`src/hw/rtl/mtce_pkg.sv`:
```
// Shared types and constants for the MIDI tempo clock engine.
package mtce_pkg;

   localparam int unsigned PULSES_PER_BEAT_N = 24;
   localparam int unsigned QUEUE_DEPTH = 2;
   localparam logic [21:0] PERIOD_RESET = 22'd20833;
   // ceil(2^37 / 100): (x * RECIP_100) >> 37 is x / 100 for any 32-bit x
   localparam logic [31:0] RECIP_100 = 32'h51EB_851F;

   typedef enum logic [2:0] {
      ACT_TICK  = 3'd0,
      ACT_EXT   = 3'd1,
      ACT_START = 3'd2,
      ACT_STOP  = 3'd3,
      ACT_CONT  = 3'd4
   } action_type;

   typedef enum logic [2:0] {
      MSG_NONE  = 3'd0,
      MSG_CLOCK = 3'd1,
      MSG_START = 3'd2,
      MSG_STOP  = 3'd3,
      MSG_CONT  = 3'd4
   } message_type;

   typedef enum logic [2:0] {
      MODE_IGNORE   = 3'd0,
      MODE_USE      = 3'd1,
      MODE_CONSUME  = 3'd2,
      MODE_GENERATE = 3'd3,
      MODE_BLOCK    = 3'd4
   } mode_type;

   typedef enum logic [2:0] {
      CSR_MODE    = 3'd0,
      CSR_BYPASS  = 3'd1,
      CSR_PERIOD  = 3'd2,
      CSR_SPEED   = 3'd3,
      CSR_SWING   = 3'd4,
      CSR_DIVISOR = 3'd5
   } csr_index_type;

   typedef struct packed {
      logic [2:0]  clock_mode;
      logic        bypass_on;
      logic [21:0] pulse_period_us;
      logic [3:0]  note_speed;
      logic [6:0]  swing_percent;
      logic [7:0]  clock_divisor;
   } cfg_type;

   // classified item handed from front to back
   typedef struct packed {
      logic        is_tick;
      logic        is_ext;
      logic        is_start;
      logic        is_stop;
      logic        is_cont;
      logic        button;
      logic [31:0] now_us;
   } job_type;

   typedef struct packed {
      logic        pulse_flag;
      logic        note_pulse_flag;
      logic        beat_flag;
      logic [2:0]  send_message;
      logic        accepted;
      logic        run_state;
      logic [31:0] period_estimate_us;
   } rsp_type;

   function automatic logic [7:0] note_rate(input logic [3:0] idx);
      logic [7:0] r;
      case (idx)
         4'd0: r = 8'd1;    4'd1: r = 8'd2;    4'd2: r = 8'd3;    4'd3: r = 8'd4;
         4'd4: r = 8'd6;    4'd5: r = 8'd8;    4'd6: r = 8'd12;   4'd7: r = 8'd24;
         4'd8: r = 8'd32;   4'd9: r = 8'd36;   4'd10: r = 8'd48;  4'd11: r = 8'd64;
         4'd12: r = 8'd72;  4'd13: r = 8'd96;  4'd14: r = 8'd144;
         default: r = 8'd192;
      endcase
      return r;
   endfunction

endpackage

```
`src/hw/rtl/mtce_req_if.sv`:
```
// Valid/ready channel interfaces for requests and responses.
interface mtce_req_if;
   logic       valid;
   logic       ready;
   logic [2:0] action;
   logic [31:0] now_us;
   logic       from_button;
   modport source (output valid, action, now_us, from_button, input ready);
   modport sink   (input valid, action, now_us, from_button, output ready);
endinterface

interface mtce_rsp_if;
   logic        valid;
   logic        ready;
   logic        pulse_flag;
   logic        note_pulse_flag;
   logic        beat_flag;
   logic [2:0]  send_message;
   logic        accepted;
   logic        run_state;
   logic [31:0] period_estimate_us;
   modport source (output valid, pulse_flag, note_pulse_flag, beat_flag, send_message,
                   accepted, run_state, period_estimate_us, input ready);
   modport sink   (input valid, pulse_flag, note_pulse_flag, beat_flag, send_message,
                   accepted, run_state, period_estimate_us, output ready);
endinterface

```
`src/hw/rtl/mtce_front.sv`:
```
// Front end: request decode and a two-entry job queue.
module mtce_front import mtce_pkg::*; (
   input  logic    clock,
   input  logic    reset,
   input  logic    in_valid,
   output logic    in_ready,
   input  logic [2:0] in_action,
   input  logic [31:0] in_now_us,
   input  logic    in_button,
   output logic    job_valid,
   input  logic    job_ready,
   output job_type job
);
   job_type    q_ff [QUEUE_DEPTH];
   logic       wp_ff, wp_in, rp_ff, rp_in;
   logic [1:0] cnt_ff, cnt_in;
   job_type    dec;
   logic       push, pop;

   always_comb begin
      dec.is_tick  = in_action == ACT_TICK;
      dec.is_ext   = in_action == ACT_EXT;
      dec.is_start = in_action == ACT_START;
      dec.is_stop  = in_action == ACT_STOP;
      dec.is_cont  = in_action == ACT_CONT;
      dec.button   = in_button;
      dec.now_us   = in_now_us;
   end

   assign in_ready  = cnt_ff != 2'(QUEUE_DEPTH);
   assign push      = in_valid && in_ready;
   assign job_valid = cnt_ff != 2'd0;
   assign pop       = job_valid && job_ready;
   assign job       = q_ff[rp_ff];
   assign wp_in     = push ? ~wp_ff : wp_ff;
   assign rp_in     = pop ? ~rp_ff : rp_ff;
   assign cnt_in    = cnt_ff + {1'b0, push} - {1'b0, pop};

   always_ff @(posedge clock) begin
      if (reset) begin
         wp_ff <= 1'b0; rp_ff <= 1'b0; cnt_ff <= 2'd0;
      end else begin
         wp_ff <= wp_in; rp_ff <= rp_in; cnt_ff <= cnt_in;
      end
      if (push) q_ff[wp_ff] <= dec;
   end
endmodule

```
`src/hw/rtl/mtce_back.sv`:
```
// Back end: tempo state, swing multiply sequence and output register.
module mtce_back import mtce_pkg::*; (
   input  logic    clock,
   input  logic    reset,
   input  cfg_type cfg,
   input  logic    job_valid,
   output logic    job_ready,
   input  job_type job,
   output logic    out_valid,
   input  logic    out_ready,
   output rsp_type out
);
   typedef enum logic [4:0] {
      S_IDLE = 5'b00001, S_MUL1 = 5'b00010, S_MUL2 = 5'b00100, S_MUL3 = 5'b01000,
      S_DONE = 5'b10000
   } state_type;

   state_type st_ff, st_in;
   logic [31:0] target_ff, target_in, due_ff, due_in, last_ff, last_in, eper_ff, eper_in;
   logic [7:0]  note_ff, note_in, div_ff, div_in;
   logic [6:0]  beat_ff, beat_in;
   logic phase_ff, phase_in, armed_ff, armed_in, seen_ff, seen_in, meas_ff, meas_in;
   logic run_ff, run_in, pend_ff, pend_in;
   rsp_type rsp_ff, rsp_in;
   logic    ov_ff, ov_in;
   // delay = k * per / 100 = k * (per / 100) + (k * (per % 100)) / 100
   logic [14:0] k_ff, k_in;     // rate * percent
   logic [31:0] per_ff, per_in;
   logic [26:0] qp_ff, qp_in;   // per / 100
   logic [31:0] kq_ff, kq_in;   // k * (per / 100), low 32 bits
   logic [21:0] z_ff, z_in;     // k * (per % 100)
   logic [31:0] now_ff, now_in;

   logic ext, start_job;
   logic [31:0] per_est, d;
   logic [7:0] rate;
   logic [63:0] qp_prod, t_prod;
   logic [31:0] rp_full;
   logic [41:0] kq_full;

   assign ext       = cfg.clock_mode == MODE_USE || cfg.clock_mode == MODE_CONSUME;
   assign per_est   = meas_ff ? eper_ff : {10'd0, cfg.pulse_period_us};
   assign rate      = note_rate(cfg.note_speed);
   assign job_ready = st_ff == S_IDLE && !(ov_ff && !out_ready);
   assign start_job = job_valid && job_ready;
   assign d         = job.now_us - target_ff;
   assign qp_prod   = 64'(per_ff) * 64'(RECIP_100);
   assign rp_full   = per_ff - 32'(qp_ff) * 32'd100;
   assign kq_full   = 42'(k_ff) * 42'(qp_ff);
   assign t_prod    = 64'(z_ff) * 64'(RECIP_100);
   assign out_valid = ov_ff;
   assign out       = rsp_ff;

   always_comb begin
      logic take, swing_go, sw_idx;
      logic [7:0] nc, dc;
      logic [6:0] bc;
      logic [31:0] now;
      st_in = st_ff; target_in = target_ff; due_in = due_ff; last_in = last_ff;
      eper_in = eper_ff; note_in = note_ff; div_in = div_ff; beat_in = beat_ff;
      phase_in = phase_ff; armed_in = armed_ff; seen_in = seen_ff; meas_in = meas_ff;
      run_in = run_ff; pend_in = pend_ff; rsp_in = rsp_ff; ov_in = ov_ff;
      k_in = k_ff; per_in = per_ff; qp_in = qp_ff; kq_in = kq_ff; z_in = z_ff;
      now_in = now_ff;
      take = 1'b0; swing_go = 1'b0; nc = '0; dc = '0; bc = '0;
      now = job.now_us;
      sw_idx = cfg.note_speed inside {4'd2, 4'd4, 4'd6, 4'd7, 4'd10};
      if (ov_ff && out_ready) ov_in = 1'b0;
      case (st_ff)
         S_IDLE: begin
            if (start_job) begin
               rsp_in = '0;
               st_in  = S_DONE;
               if (job.is_tick) begin
                  if (!ext && d != 32'd0 && !d[31]) begin
                     target_in = target_ff + {10'd0, cfg.pulse_period_us};
                     take = 1'b1;
                  end
               end else if (job.is_ext) begin
                  take = ext;
               end else if (job.is_start) begin
                  if (!(job.button && (ext || run_ff))) begin
                     rsp_in.send_message = MSG_START;
                     div_in = 8'd1; note_in = 8'd1; beat_in = 7'd1;
                     run_in = 1'b1; phase_in = 1'b0; rsp_in.accepted = 1'b1;
                  end
               end else if (job.is_stop) begin
                  if (!(job.button && (ext || !run_ff))) begin
                     rsp_in.send_message = MSG_STOP;
                     last_in = '0; seen_in = 1'b0; eper_in = '0; meas_in = 1'b0;
                     run_in = 1'b0; rsp_in.accepted = 1'b1;
                  end
               end else if (job.is_cont) begin
                  if (!(job.button && ext) && !run_ff) begin
                     rsp_in.send_message = MSG_CONT;
                     run_in = 1'b1; rsp_in.accepted = 1'b1;
                  end
               end
               // message gating for start/stop/continue
               if (cfg.bypass_on || !(cfg.clock_mode == MODE_GENERATE ||
                   ((cfg.clock_mode == MODE_IGNORE || cfg.clock_mode == MODE_USE)
                    && !job.button)))
                  rsp_in.send_message = MSG_NONE;
               if (take && run_ff) begin
                  rsp_in.accepted = 1'b1;
                  pend_in = 1'b1;
                  if (ext) begin
                     if (seen_ff) begin
                        eper_in = now - last_ff; meas_in = 1'b1;
                     end
                     last_in = now; seen_in = 1'b1;
                  end
               end
               if (job.is_tick) begin
                  if (armed_ff && !(now - due_ff >= 32'h8000_0000)) begin
                     rsp_in.note_pulse_flag = 1'b1; armed_in = 1'b0;
                  end
                  if (pend_in) begin
                     pend_in = 1'b0;
                     rsp_in.pulse_flag = 1'b1;
                     nc = note_ff - 8'd1;
                     note_in = nc;
                     if (nc == 8'd0) begin
                        if (phase_ff && cfg.swing_percent != 7'd0) begin
                           swing_go = 1'b1;
                        end else begin
                           rsp_in.note_pulse_flag = 1'b1; armed_in = 1'b0;
                        end
                        note_in  = rate;
                        phase_in = sw_idx ? !phase_ff : 1'b0;
                     end
                     bc = beat_ff - 7'd1;
                     beat_in = bc;
                     if (bc == 7'd0) begin
                        rsp_in.beat_flag = 1'b1;
                        beat_in = 7'(PULSES_PER_BEAT_N);
                     end
                     if (cfg.clock_mode == MODE_USE || cfg.clock_mode == MODE_GENERATE) begin
                        dc = div_ff - 8'd1;
                        div_in = dc;
                        if (dc == 8'd0) begin
                           div_in = cfg.clock_divisor;
                           if (!cfg.bypass_on) rsp_in.send_message = MSG_CLOCK;
                        end
                     end
                  end
               end
               rsp_in.run_state = run_in;
               rsp_in.period_estimate_us = meas_in ? eper_in : {10'd0, cfg.pulse_period_us};
               if (swing_go) begin
                  k_in   = 15'(rate) * 15'(cfg.swing_percent);
                  per_in = per_est;
                  now_in = now;
                  st_in  = S_MUL1;
               end
            end
         end
         S_MUL1: begin
            qp_in = qp_prod[63:37];
            st_in = S_MUL2;
         end
         S_MUL2: begin
            kq_in = kq_full[31:0];
            z_in  = 22'(k_ff) * 22'(rp_full[6:0]);
            st_in = S_MUL3;
         end
         S_MUL3: begin
            due_in = now_ff + kq_ff + {5'd0, t_prod[63:37]};
            armed_in = 1'b1;
            st_in = S_DONE;
         end
         S_DONE: begin
            ov_in = 1'b1;
            st_in = S_IDLE;
         end
         default: st_in = S_IDLE;
      endcase
   end

   always_ff @(posedge clock) begin
      if (reset) begin
         st_ff <= S_IDLE; target_ff <= '0; due_ff <= '0; last_ff <= '0; eper_ff <= '0;
         note_ff <= 8'd1; div_ff <= 8'd1; beat_ff <= 7'd1; phase_ff <= 1'b0;
         armed_ff <= 1'b0; seen_ff <= 1'b0; meas_ff <= 1'b0; run_ff <= 1'b0;
         pend_ff <= 1'b0; ov_ff <= 1'b0;
      end else begin
         st_ff <= st_in; target_ff <= target_in; due_ff <= due_in; last_ff <= last_in;
         eper_ff <= eper_in; note_ff <= note_in; div_ff <= div_in; beat_ff <= beat_in;
         phase_ff <= phase_in; armed_ff <= armed_in; seen_ff <= seen_in;
         meas_ff <= meas_in; run_ff <= run_in; pend_ff <= pend_in; ov_ff <= ov_in;
      end
      rsp_ff <= rsp_in; k_ff <= k_in; per_ff <= per_in; qp_ff <= qp_in;
      kq_ff <= kq_in; z_ff <= z_in; now_ff <= now_in;
   end
endmodule

```
`src/hw/rtl/midi_tempo_clock_engine_top.sv`:
```
// MIDI tempo clock engine: top level with config registers and assertions.
// Usage:
//   req channel carries one beat per event (tick, external pulse, start, stop,
//   continue) with a microsecond timestamp; rsp channel returns exactly one
//   beat per request with pulse/note/beat flags, message and period estimate.
//   csr port: write registers only while the block is idle; the block does not enforce it.
// Sequence: a request goes from S_IDLE through S_DONE to the output register;
//   a swing-delayed note first runs the rate*period*percent/100 sequence (S_MUL1-3).
// Flow: the back end takes a new item only in S_IDLE, once the last one is done;
//   the front queue holds two requests so the sender can run ahead.
// Reset: synchronous, active high; the clock is stopped, registers return to
//   generate mode, 20833 us period, note speed 4, no swing, divisor 1.
// Stall: when rsp_ready is low the result holds in the output register, the
//   back end stops and the front queue fills, then req_ready drops.
module midi_tempo_clock_engine_top import mtce_pkg::*; (
   input  logic        clock,
   input  logic        reset,
   mtce_req_if.sink    req,
   mtce_rsp_if.source  rsp,
   input  logic        csr_we,
   input  logic [2:0]  csr_index,
   input  logic [21:0] csr_wdata
);
   cfg_type cfg_ff;
   job_type job;
   logic    job_valid, job_ready;
   rsp_type out;

   always_ff @(posedge clock) begin
      if (reset) begin
         cfg_ff.clock_mode      <= MODE_GENERATE;
         cfg_ff.bypass_on       <= 1'b0;
         cfg_ff.pulse_period_us <= PERIOD_RESET;
         cfg_ff.note_speed      <= 4'd4;
         cfg_ff.swing_percent   <= 7'd0;
         cfg_ff.clock_divisor   <= 8'd1;
      end else if (csr_we) begin
         case (csr_index)
            CSR_MODE:    cfg_ff.clock_mode      <= csr_wdata[2:0];
            CSR_BYPASS:  cfg_ff.bypass_on       <= csr_wdata[0];
            CSR_PERIOD:  cfg_ff.pulse_period_us <= csr_wdata;
            CSR_SPEED:   cfg_ff.note_speed      <= csr_wdata[3:0];
            CSR_SWING:   cfg_ff.swing_percent   <= csr_wdata[6:0];
            CSR_DIVISOR: cfg_ff.clock_divisor   <= csr_wdata[7:0];
            default: ;
         endcase
      end
   end

   mtce_front u_front (
      .clock, .reset,
      .in_valid(req.valid), .in_ready(req.ready), .in_action(req.action),
      .in_now_us(req.now_us), .in_button(req.from_button),
      .job_valid, .job_ready, .job
   );

   mtce_back u_back (
      .clock, .reset, .cfg(cfg_ff),
      .job_valid, .job_ready, .job,
      .out_valid(rsp.valid), .out_ready(rsp.ready), .out
   );

   assign rsp.pulse_flag         = out.pulse_flag;
   assign rsp.note_pulse_flag    = out.note_pulse_flag;
   assign rsp.beat_flag          = out.beat_flag;
   assign rsp.send_message       = out.send_message;
   assign rsp.accepted           = out.accepted;
   assign rsp.run_state          = out.run_state;
   assign rsp.period_estimate_us = out.period_estimate_us;

   a_pulse_on_tick_only: assert property (@(posedge clock) disable iff (reset)
      rsp.valid && rsp.pulse_flag |-> rsp.send_message == MSG_NONE
         || rsp.send_message == MSG_CLOCK)
      else $error("pulse response carries a transport message");
   a_clock_msg_needs_pulse: assert property (@(posedge clock) disable iff (reset)
      rsp.valid && rsp.send_message == MSG_CLOCK |-> rsp.pulse_flag)
      else $error("clock message without a pulse");
   a_beat_needs_pulse: assert property (@(posedge clock) disable iff (reset)
      rsp.valid && rsp.beat_flag |-> rsp.pulse_flag)
      else $error("beat without a pulse");
   a_no_job_while_stalled: assert property (@(posedge clock) disable iff (reset)
      rsp.valid && !rsp.ready |-> !job_ready)
      else $error("back end took a job while output stalled");
endmodule
```
`src/flat_wrapper.sv`:
```
// flat-port wrapper written by rule: the top's interface ports become plain ports
module midi_tempo_clock_engine_top_flat import mtce_pkg::*;
  (clock, reset, csr_we, csr_index, csr_wdata, req_valid, req_action, req_now_us, req_from_button, req_ready, rsp_valid, rsp_pulse_flag, rsp_note_pulse_flag, rsp_beat_flag, rsp_send_message, rsp_accepted, rsp_run_state, rsp_period_estimate_us, rsp_ready);
  mtce_req_if req_i ();
  mtce_rsp_if rsp_i ();
  input  logic clock;
  input  logic reset;
  input  logic csr_we;
  input  logic [2:0] csr_index;
  input  logic [21:0] csr_wdata;
  input wire logic [$bits(req_i.valid)-1:0] req_valid;
  input wire logic [$bits(req_i.action)-1:0] req_action;
  input wire logic [$bits(req_i.now_us)-1:0] req_now_us;
  input wire logic [$bits(req_i.from_button)-1:0] req_from_button;
  output wire logic [$bits(req_i.ready)-1:0] req_ready;
  output wire logic [$bits(rsp_i.valid)-1:0] rsp_valid;
  output wire logic [$bits(rsp_i.pulse_flag)-1:0] rsp_pulse_flag;
  output wire logic [$bits(rsp_i.note_pulse_flag)-1:0] rsp_note_pulse_flag;
  output wire logic [$bits(rsp_i.beat_flag)-1:0] rsp_beat_flag;
  output wire logic [$bits(rsp_i.send_message)-1:0] rsp_send_message;
  output wire logic [$bits(rsp_i.accepted)-1:0] rsp_accepted;
  output wire logic [$bits(rsp_i.run_state)-1:0] rsp_run_state;
  output wire logic [$bits(rsp_i.period_estimate_us)-1:0] rsp_period_estimate_us;
  input wire logic [$bits(rsp_i.ready)-1:0] rsp_ready;
  assign req_i.valid = req_valid;
  assign req_i.action = req_action;
  assign req_i.now_us = req_now_us;
  assign req_i.from_button = req_from_button;
  assign req_ready = req_i.ready;
  assign rsp_valid = rsp_i.valid;
  assign rsp_pulse_flag = rsp_i.pulse_flag;
  assign rsp_note_pulse_flag = rsp_i.note_pulse_flag;
  assign rsp_beat_flag = rsp_i.beat_flag;
  assign rsp_send_message = rsp_i.send_message;
  assign rsp_accepted = rsp_i.accepted;
  assign rsp_run_state = rsp_i.run_state;
  assign rsp_period_estimate_us = rsp_i.period_estimate_us;
  assign rsp_i.ready = rsp_ready;
  midi_tempo_clock_engine_top u_core (.clock(clock), .reset(reset), .req(req_i), .rsp(rsp_i), .csr_we(csr_we), .csr_index(csr_index), .csr_wdata(csr_wdata));
endmodule
```
`config.mk`:
```
export PLATFORM = sky130hd
export DESIGN_NAME = midi_tempo_clock_engine_top_flat
export DESIGN_NICKNAME = d
export VERILOG_FILES = /design/src/hw/rtl/mtce_pkg.sv /design/src/hw/rtl/mtce_req_if.sv /design/src/hw/rtl/mtce_front.sv /design/src/hw/rtl/mtce_back.sv /design/src/hw/rtl/midi_tempo_clock_engine_top.sv /design/src/flat_wrapper.sv
export SDC_FILE = /design/constraint.sdc
export NUM_CORES = 2
export LEC_CHECK = 0
export ABC_AREA = 0
export BUFFER_PORTS_ARGS = -buffer_cell sky130_fd_sc_hd__buf_4
export CELL_PAD_IN_SITES_DETAIL_PLACEMENT = 1
export CELL_PAD_IN_SITES_GLOBAL_PLACEMENT = 2
export CORE_AREA = 5 5 415 417
export DETAILED_ROUTE_END_ITERATION = 10
export DIE_AREA = 0 0 420 422
export PLACE_DENSITY = 0.75
export SETUP_SLACK_MARGIN = 0.4
export SYNTH_ARGS = -nofsm -noshare
export SYNTH_HDL_FRONTEND = slang
export SYNTH_SLANG_ARGS = --single-unit
```
`constraint.sdc`:
```
create_clock -name clock -period 11.3 [get_ports clock]
set_input_delay 0 -clock clock [delete_from_list [all_inputs] [get_ports clock]]
set_output_delay 0 -clock clock [all_outputs]
set_load 0.03 [all_outputs]
```
---- Word-level counts from Yosys, hierarchy flattened ----
Memory sizes are Yosys's and may differ from the RTL's. A register that Yosys moved wholly into a read port is not among the register bits.
Cells that the tools add are included.
storage, ports and cells
  register bits ........................... 411
  latch bits .............................. 0
  bits in writable memories ............... 76
  bits in read-only memories .............. 128
  bits of input ports ..................... 66
  output and inout port bits .............. 42
  memories ................................ 2
memory list
  memory               depth  bits a word  rd ports  clocked after memory_dff  write ports  RTL line          text
  (no name shown)      16     8            1         1                         0            mtce_pkg.sv:75    case (idx)
  u_core.u_front.q_ff  2      38           1         1                         1            mtce_front.sv:14  job_type q_ff [QUEUE_DEPTH];
cells by class
  $add $sub $neg .......................... 12
  $mul .................................... 6
  div/mod/pow operators ................... 0
  magnitude comparators ................... 1
  equality and inequality tests ........... 25
  shift-type cells ........................ 0
  muxes and demuxes ....................... 123
  bitwise operators ....................... 2
  reductions and logical operators ........ 55
operators by type and width
  kind                      number
  $mux W32                  15
  $mux W8                   15
  $sub A32 B32 Y32          3
  $mux W1                   64
  $mul A32 B31 Y63 const B  1
  $mul A22 B31 Y53 const B  1
  $mux W7                   7
  $mux W22                  2
  $add A32 B16 Y32          1
  $add A32 B22 Y32          1
  $add A32 B32 Y32          1
  $ge A32 B32 Y1 const B    1
  $mul A15 B26 Y32          1
  $mux W4                   8
  $reduce_bool A32 Y1       1
  $mul A26 B5 Y5 const B    1
  $mul A15 B7 Y22           1
  $mux W3                   7
  $pmux W5 S4               1
  $eq A3 B2 Y1 const B      6
  $logic_not A8 Y1          2
  $reduce_and A2 Y1         8
  $sub A8 B1 Y8 const B     2
  $logic_and A1 B1 Y1       15
  other kinds (30)          59

---- Depth between registers and ports, before layout ----
  word-level depth ........................ 20
  depth in mapped cells ................... 42

---- Modules after synthesis ----
From an unflattened synthesis, not the netlist that was laid out.
second synthesis, totals
  cell total of the unflattened synthesis .. 6,719
  area total of the unflattened synthesis .. 66,800.3 um^2
by module, submodules not included
  module                       instances  cells each  area each (um^2)  sequential area each (um^2)
  mtce_back                    1          6,384       61,871.8          9,238.9
  mtce_front                   1          152         3,029.2           2,382.3
  midi_tempo_clock_engine_top  1          183         1,899.3           900.9

---- Least setup slack after synthesis ----
OpenSTA, ideal clock, no wires.
  path kind ............................... register -> register
  start ................................... register u_core.u_back.z_ff[20]
  end ..................................... register u_core.u_back.due_ff[31]
  arrival time ............................ 9.759 ns
  setup slack ............................. 1.470 ns
  cell stages (with the launch flop) ...... 41
  buffers on the path ..................... 0
  period minus slack after synthesis ...... 9.830 ns
  cells stage by stage .................... edfxtp_1 > inv_1 > fa_1 > inv_1 > ha_1 > fa_1 > inv_1 > fa_1 > inv_1 > fa_1 > fa_1 > inv_1 > fa_1 > inv_1 > ha_1 > a21o_1 > a211oi_1 > o211ai_1 > (+5 left out) > o21a_1 > or2_2 > fa_1 > inv_1 > ha_1 > fa_1 > a211oi_1 > o21ai_0 > a21o_1 > a221oi_1 > a211oi_1 > o31a_1 > a221oi_1 > o21ai_0 > a21oi_1 > xnor2_1 > nand2_1 > a21oi_1
between the ends
  cells in the longest elaborated chain, start to end .. 2
ends and longest elaborated chain
  what                      RTL line          text
  start: declaration        mtce_back.sv:31   logic [21:0] z_ff, z_in;
  start signal: assignment  mtce_back.sv:193  kq_ff <= kq_in; z_ff <= z_in; now_ff <= now_in;
  $mul A22 B31 Y53          mtce_back.sv:50   assign t_prod = 64'(z_ff) * 64'(RECIP_100);
  $add A32 B16 Y32          mtce_back.sv:168  due_in = now_ff + kq_ff + {5'd0, t_prod[63:37]};
  end signal: assignment    mtce_back.sv:187  st_ff <= st_in; target_ff <= target_in; due_ff <= due_in; last_ff <= last_in;
  end: declaration          mtce_back.sv:19   logic [31:0] target_ff, target_in, due_ff, due_in, last_ff, last_in, eper_ff, eper_in;
No other way between the ends.
A chain may end at the register's enable or synchronous reset.

---- Worst setup path in the final report ----
  start ................................... register u_core.u_back.z_ff[12]
  end ..................................... register u_core.u_back.due_ff[31]
Same word-level chain as after synthesis.

==> results.py <==
metrics = {
    "synth": {
        "synth.avg_cell_area_sq_um": 9.87,
        "synth_edf_count": 275,
        "synth_top_area_share_pct": 30.2,
        "synth_top_area_cell": "fa_1",
        "synth_flop_cell": "edfxtp_1",
        "synthArstFlopShare_pct": 0,
        "netlist_area_sq_mm": 0.0669,
        "synth_cell_types": 89,
        "syn_inst": 6781,
        "ys_ff_latch": 496,
        "postSynthNetCount": 8805,
        "yosys_warnings": 0,
        "ys_seq_area_share_pct": 19.0,
        "netlist_top_cells_area": "fa_1 (30%), ha_1 (18%), edfxtp_1 (12%)",
    },
    "cts": {
        "clk_pin_slew_ns": 0.06,
        "cts_tree": "built",
        "ctsLongestPathBuffers": 3,
        "cts_sinks": 496,
        "clock_latency_ns": 0.69,
        "cts_made_buffers": 66,
        "htreeDepth": 3,
        "cts_root_buffer": "clkbuf_16",
    },
    "min_path": {
        "min_path_cells": 2,
        "hp-start": "req_now_us[27]",
        "hold_path.class": "input pin to flip-flop",
        "hold_end": "u_core.u_front.q_ff[0][27]",
    },
    "critical_path": {
        "slowest_stage": "fa_1",
        "worst-path-max-fanout": 7,
        "crit_type": "flip-flop to flip-flop",
        "cpMostUsedCell": "fa_1",
        "r2r_end": "u_core.u_back.due_ff[31]",
        "slowest_delay_ns": 0.55,
        "r2r_slack_ns": 0.97,
        "r2r-start": "u_core.u_back.z_ff[12]",
        "crit_family": "adder cells",
        "critPathRequiredTime_ns": 11.90,
        "reg2reg_depth": 37,
        "crit_arrival_ns": 10.93,
        "worstSetupStartpointType": "flip-flop",
        "end_kind": "flip-flop",
        "startpoint": "u_core.u_back.z_ff[12]",
        "path_buf_inv": 4,
    },
    "finish": {
        "syn_to_final_growth_pct": 10.4,
        "layout-drive-gt1-share_pct": 6.08,
        "final_common_cell": "inv_1",
        "layout_common_cells": "inv_1 (1394), fa_1 (1004), ha_1 (950)",
        "post-route-util_pct": 43.9,
        "fill_cells": 18900,
        "finalNetCount": 8992,
        "fin_cells": 9241,
    },
    "timing": {
        "fmax_mhz": 96.8,
        "drv_slew": 0,
        "finClkSkew_ns": 0.0663,
        "worst_slack_ns": 0.970,
        "finalHoldViolCount": 0,
        "relSlewSlack_pct": 22.7,
        "worstMarginPinSlew_ns": 1.15,
        "period_needed_ns": 10.33,
        "final-setup-viol-count": 0,
        "timing.hold.ws_ns": 0.0548,
        "post-route-period-util_pct": 91.4,
        "rsz0062_at_grt": "false",
    },
    "route": {
        "wire_per_inst_microns": 22.8,
        "drt-total-wl_microns": 211000,
        "vias_per_cell": 5.23,
        "ant_nets": 0,
        "vias": 48300,
        "drtIter0Drc": 2275,
        "drc": 0,
        "firstDrtPassIters": 7,
    },
    "pwr": {
        "p_leak_uw": 0.0350,
        "peakVddDrop_v": 0.000142,
        "p_int_uw": 4080,
        "power_density_mw_per_mm2": 89.8,
        "clkPwrFrac_pct": 33.3,
        "power.share.switching_pct": 38.6,
        "p_seq_share_pct": 32.9,
        "p_sw_uw": 2560,
        "p_comb_share_pct": 33.8,
    },
    "grt": {
        "grt_max_degree": 102,
        "grt_pass1_wl_microns": 328000,
        "grt_overflow": 0,
        "grt_pass1_vias": 54000,
        "track_usage_pct": 24.1,
        "antenna_found_initial": 3,
    },
    "die": {
        "row_count": 151,
        "fp.dieH_microns": 422,
        "start_util_pct": 39.7,
        "io_pins": 108,
        "design.core.area_sq_mm": 0.168,
        "die_x_microns": 420,
        "dieArea_sq_mm": 0.177,
    },
    "placed_design": {
        "port_buffers": 107,
        "dp.cells": 8988,
        "dp_hpwl_microns": 175000,
        "pre_cts_slack_ns": -0.0888,
        "gp_congestion": 0.896,
    },
    "run": {
        "drv_cap": 0,
    },
    "outcome": {
        "run_status": "finished clean",
    },
}
kinds of logic after synthesis:
kind of cell,count (synthesis),synth area share [%]
adders and majority gates,1958,47.9
AOI/OAI and AO/OA,865,8.47
and+or+nand+nor,1561,11.2
muxes,102,1.66
DFF,496,19.0
xor gates and xnor gates,220,2.88
buffers and inverters,1579,8.90
metrics by stage:
stage	TNS (ns)	total power [uW]	instance area, sq um
2_1_floorplan	0	3600	66900
4_1_cts	0	6700	73700
3_3_place_gp	0	4400	70300
3_5_place_dp	-0.0888	4430	70300
5_1_grt	0	6970	73900
6_report	0	6640	73900
sequential cells by signal, summed over array words and instances, names as in the netlist, 22 cells and up, named ones only:
signal and cells:
u_core.u_back.last_ff 32, u_core.u_back.qp_ff 26, u_core.u_back.per_ff 32, u_core.cfg_ff 45, u_core.u_back.target_ff 32, u_core.u_back.eper_ff 32, u_core.u_back.now_ff 32, u_core.u_back.kq_ff 32
u_core.u_back.due_ff 32, u_core.u_front.q_ff 76, u_core.u_back.out 40, u_core.u_back.z_ff 22
worst register-to-register path, delay by kind of cell (launching register included):
family	cells	cell delay (ns)
simple gates	5	0.81
compound gates	16	3.68
buf+inv	4	0.31
flops	1	0.54
fa+ha+maj	11	4.82
xor+xnor	1	0.14
power groups by stage:
stage / registers (uW) / clock network, uW / logic [uW]
after floorplan: 2250 / 0 / 1350
after global placement: 2220 / 0 / 2180
after detailed placement: 2220 / 0 / 2220
after CTS: 2180 / 2260 / 2260
after global routing: 2190 / 2340 / 2440
final: 2180 / 2210 / 2250
what timing repair did:
action / in CTS / in global routing
pin swaps: 0 / 6
hold buffers: 109 / 0
endpoints found under the hold margin: 176 / 0
endpoints found under the setup margin: 3 / 7
resized for setup: 4 / 13
setup buffers: 0 / 21
cell type report:
class,count,area (sq um),share of cell area (%)
Multi-Input combinational cell,4706,48400,65.5
Clock buffer,73,1690,2.28
Antenna cell,1,2.50,0.00339
Sequential cell,496,12700,17.2
Clock inverter,49,584,0.791
Timing Repair Buffer,303,2550,3.45
Inverter,1395,5240,7.09
Tap cell,2218,2780,3.76
layer usage:
metal  global-route usage, %  routed length, microns
met5                       0                      29
met3                    2.42                    6030
met4                    5.76                    5320
met1                    31.5                   92900
met2                    43.0                  107000
worst max path at each step:
stage                                     to  slack (ns)  cells past startpoint
global route        u_core.u_back.due_ff[31]        0.38                     41
finish              u_core.u_back.due_ff[31]        0.97                     37
global placement    u_core.u_back.due_ff[31]        0.11                     37
floorplan           u_core.u_back.due_ff[31]        1.47                     40
detailed placement  u_core.u_back.due_ff[31]       -0.09                     37
CTS                 u_core.u_back.due_ff[31]        0.40                     41
cell usage after synthesis (14+ instances only):
library cell and number:
dfxtp_1 221, edfxtp_1 275, clkbuf_1 158, and2_1 253, ha_1 950, a21o_1 100
o211ai_1 16, o21ai_0 136, nor3_1 83, o21a_1 34, nand3_1 94, and3_1 34
a21oi_1 278, o21bai_1 26, mux2i_1 33, nand2_1 574, a31oi_1 27, a211oi_1 31
fa_1 1008, nor2_1 296, mux2_2 68, a22oi_1 46, nor4_1 16, nand4_1 23
nand2b_1 53, inv_1 1395, nor2b_1 52, xor2_1 65, xnor2_1 155, or3_1 14
Power figures use the tool's default switching activity.
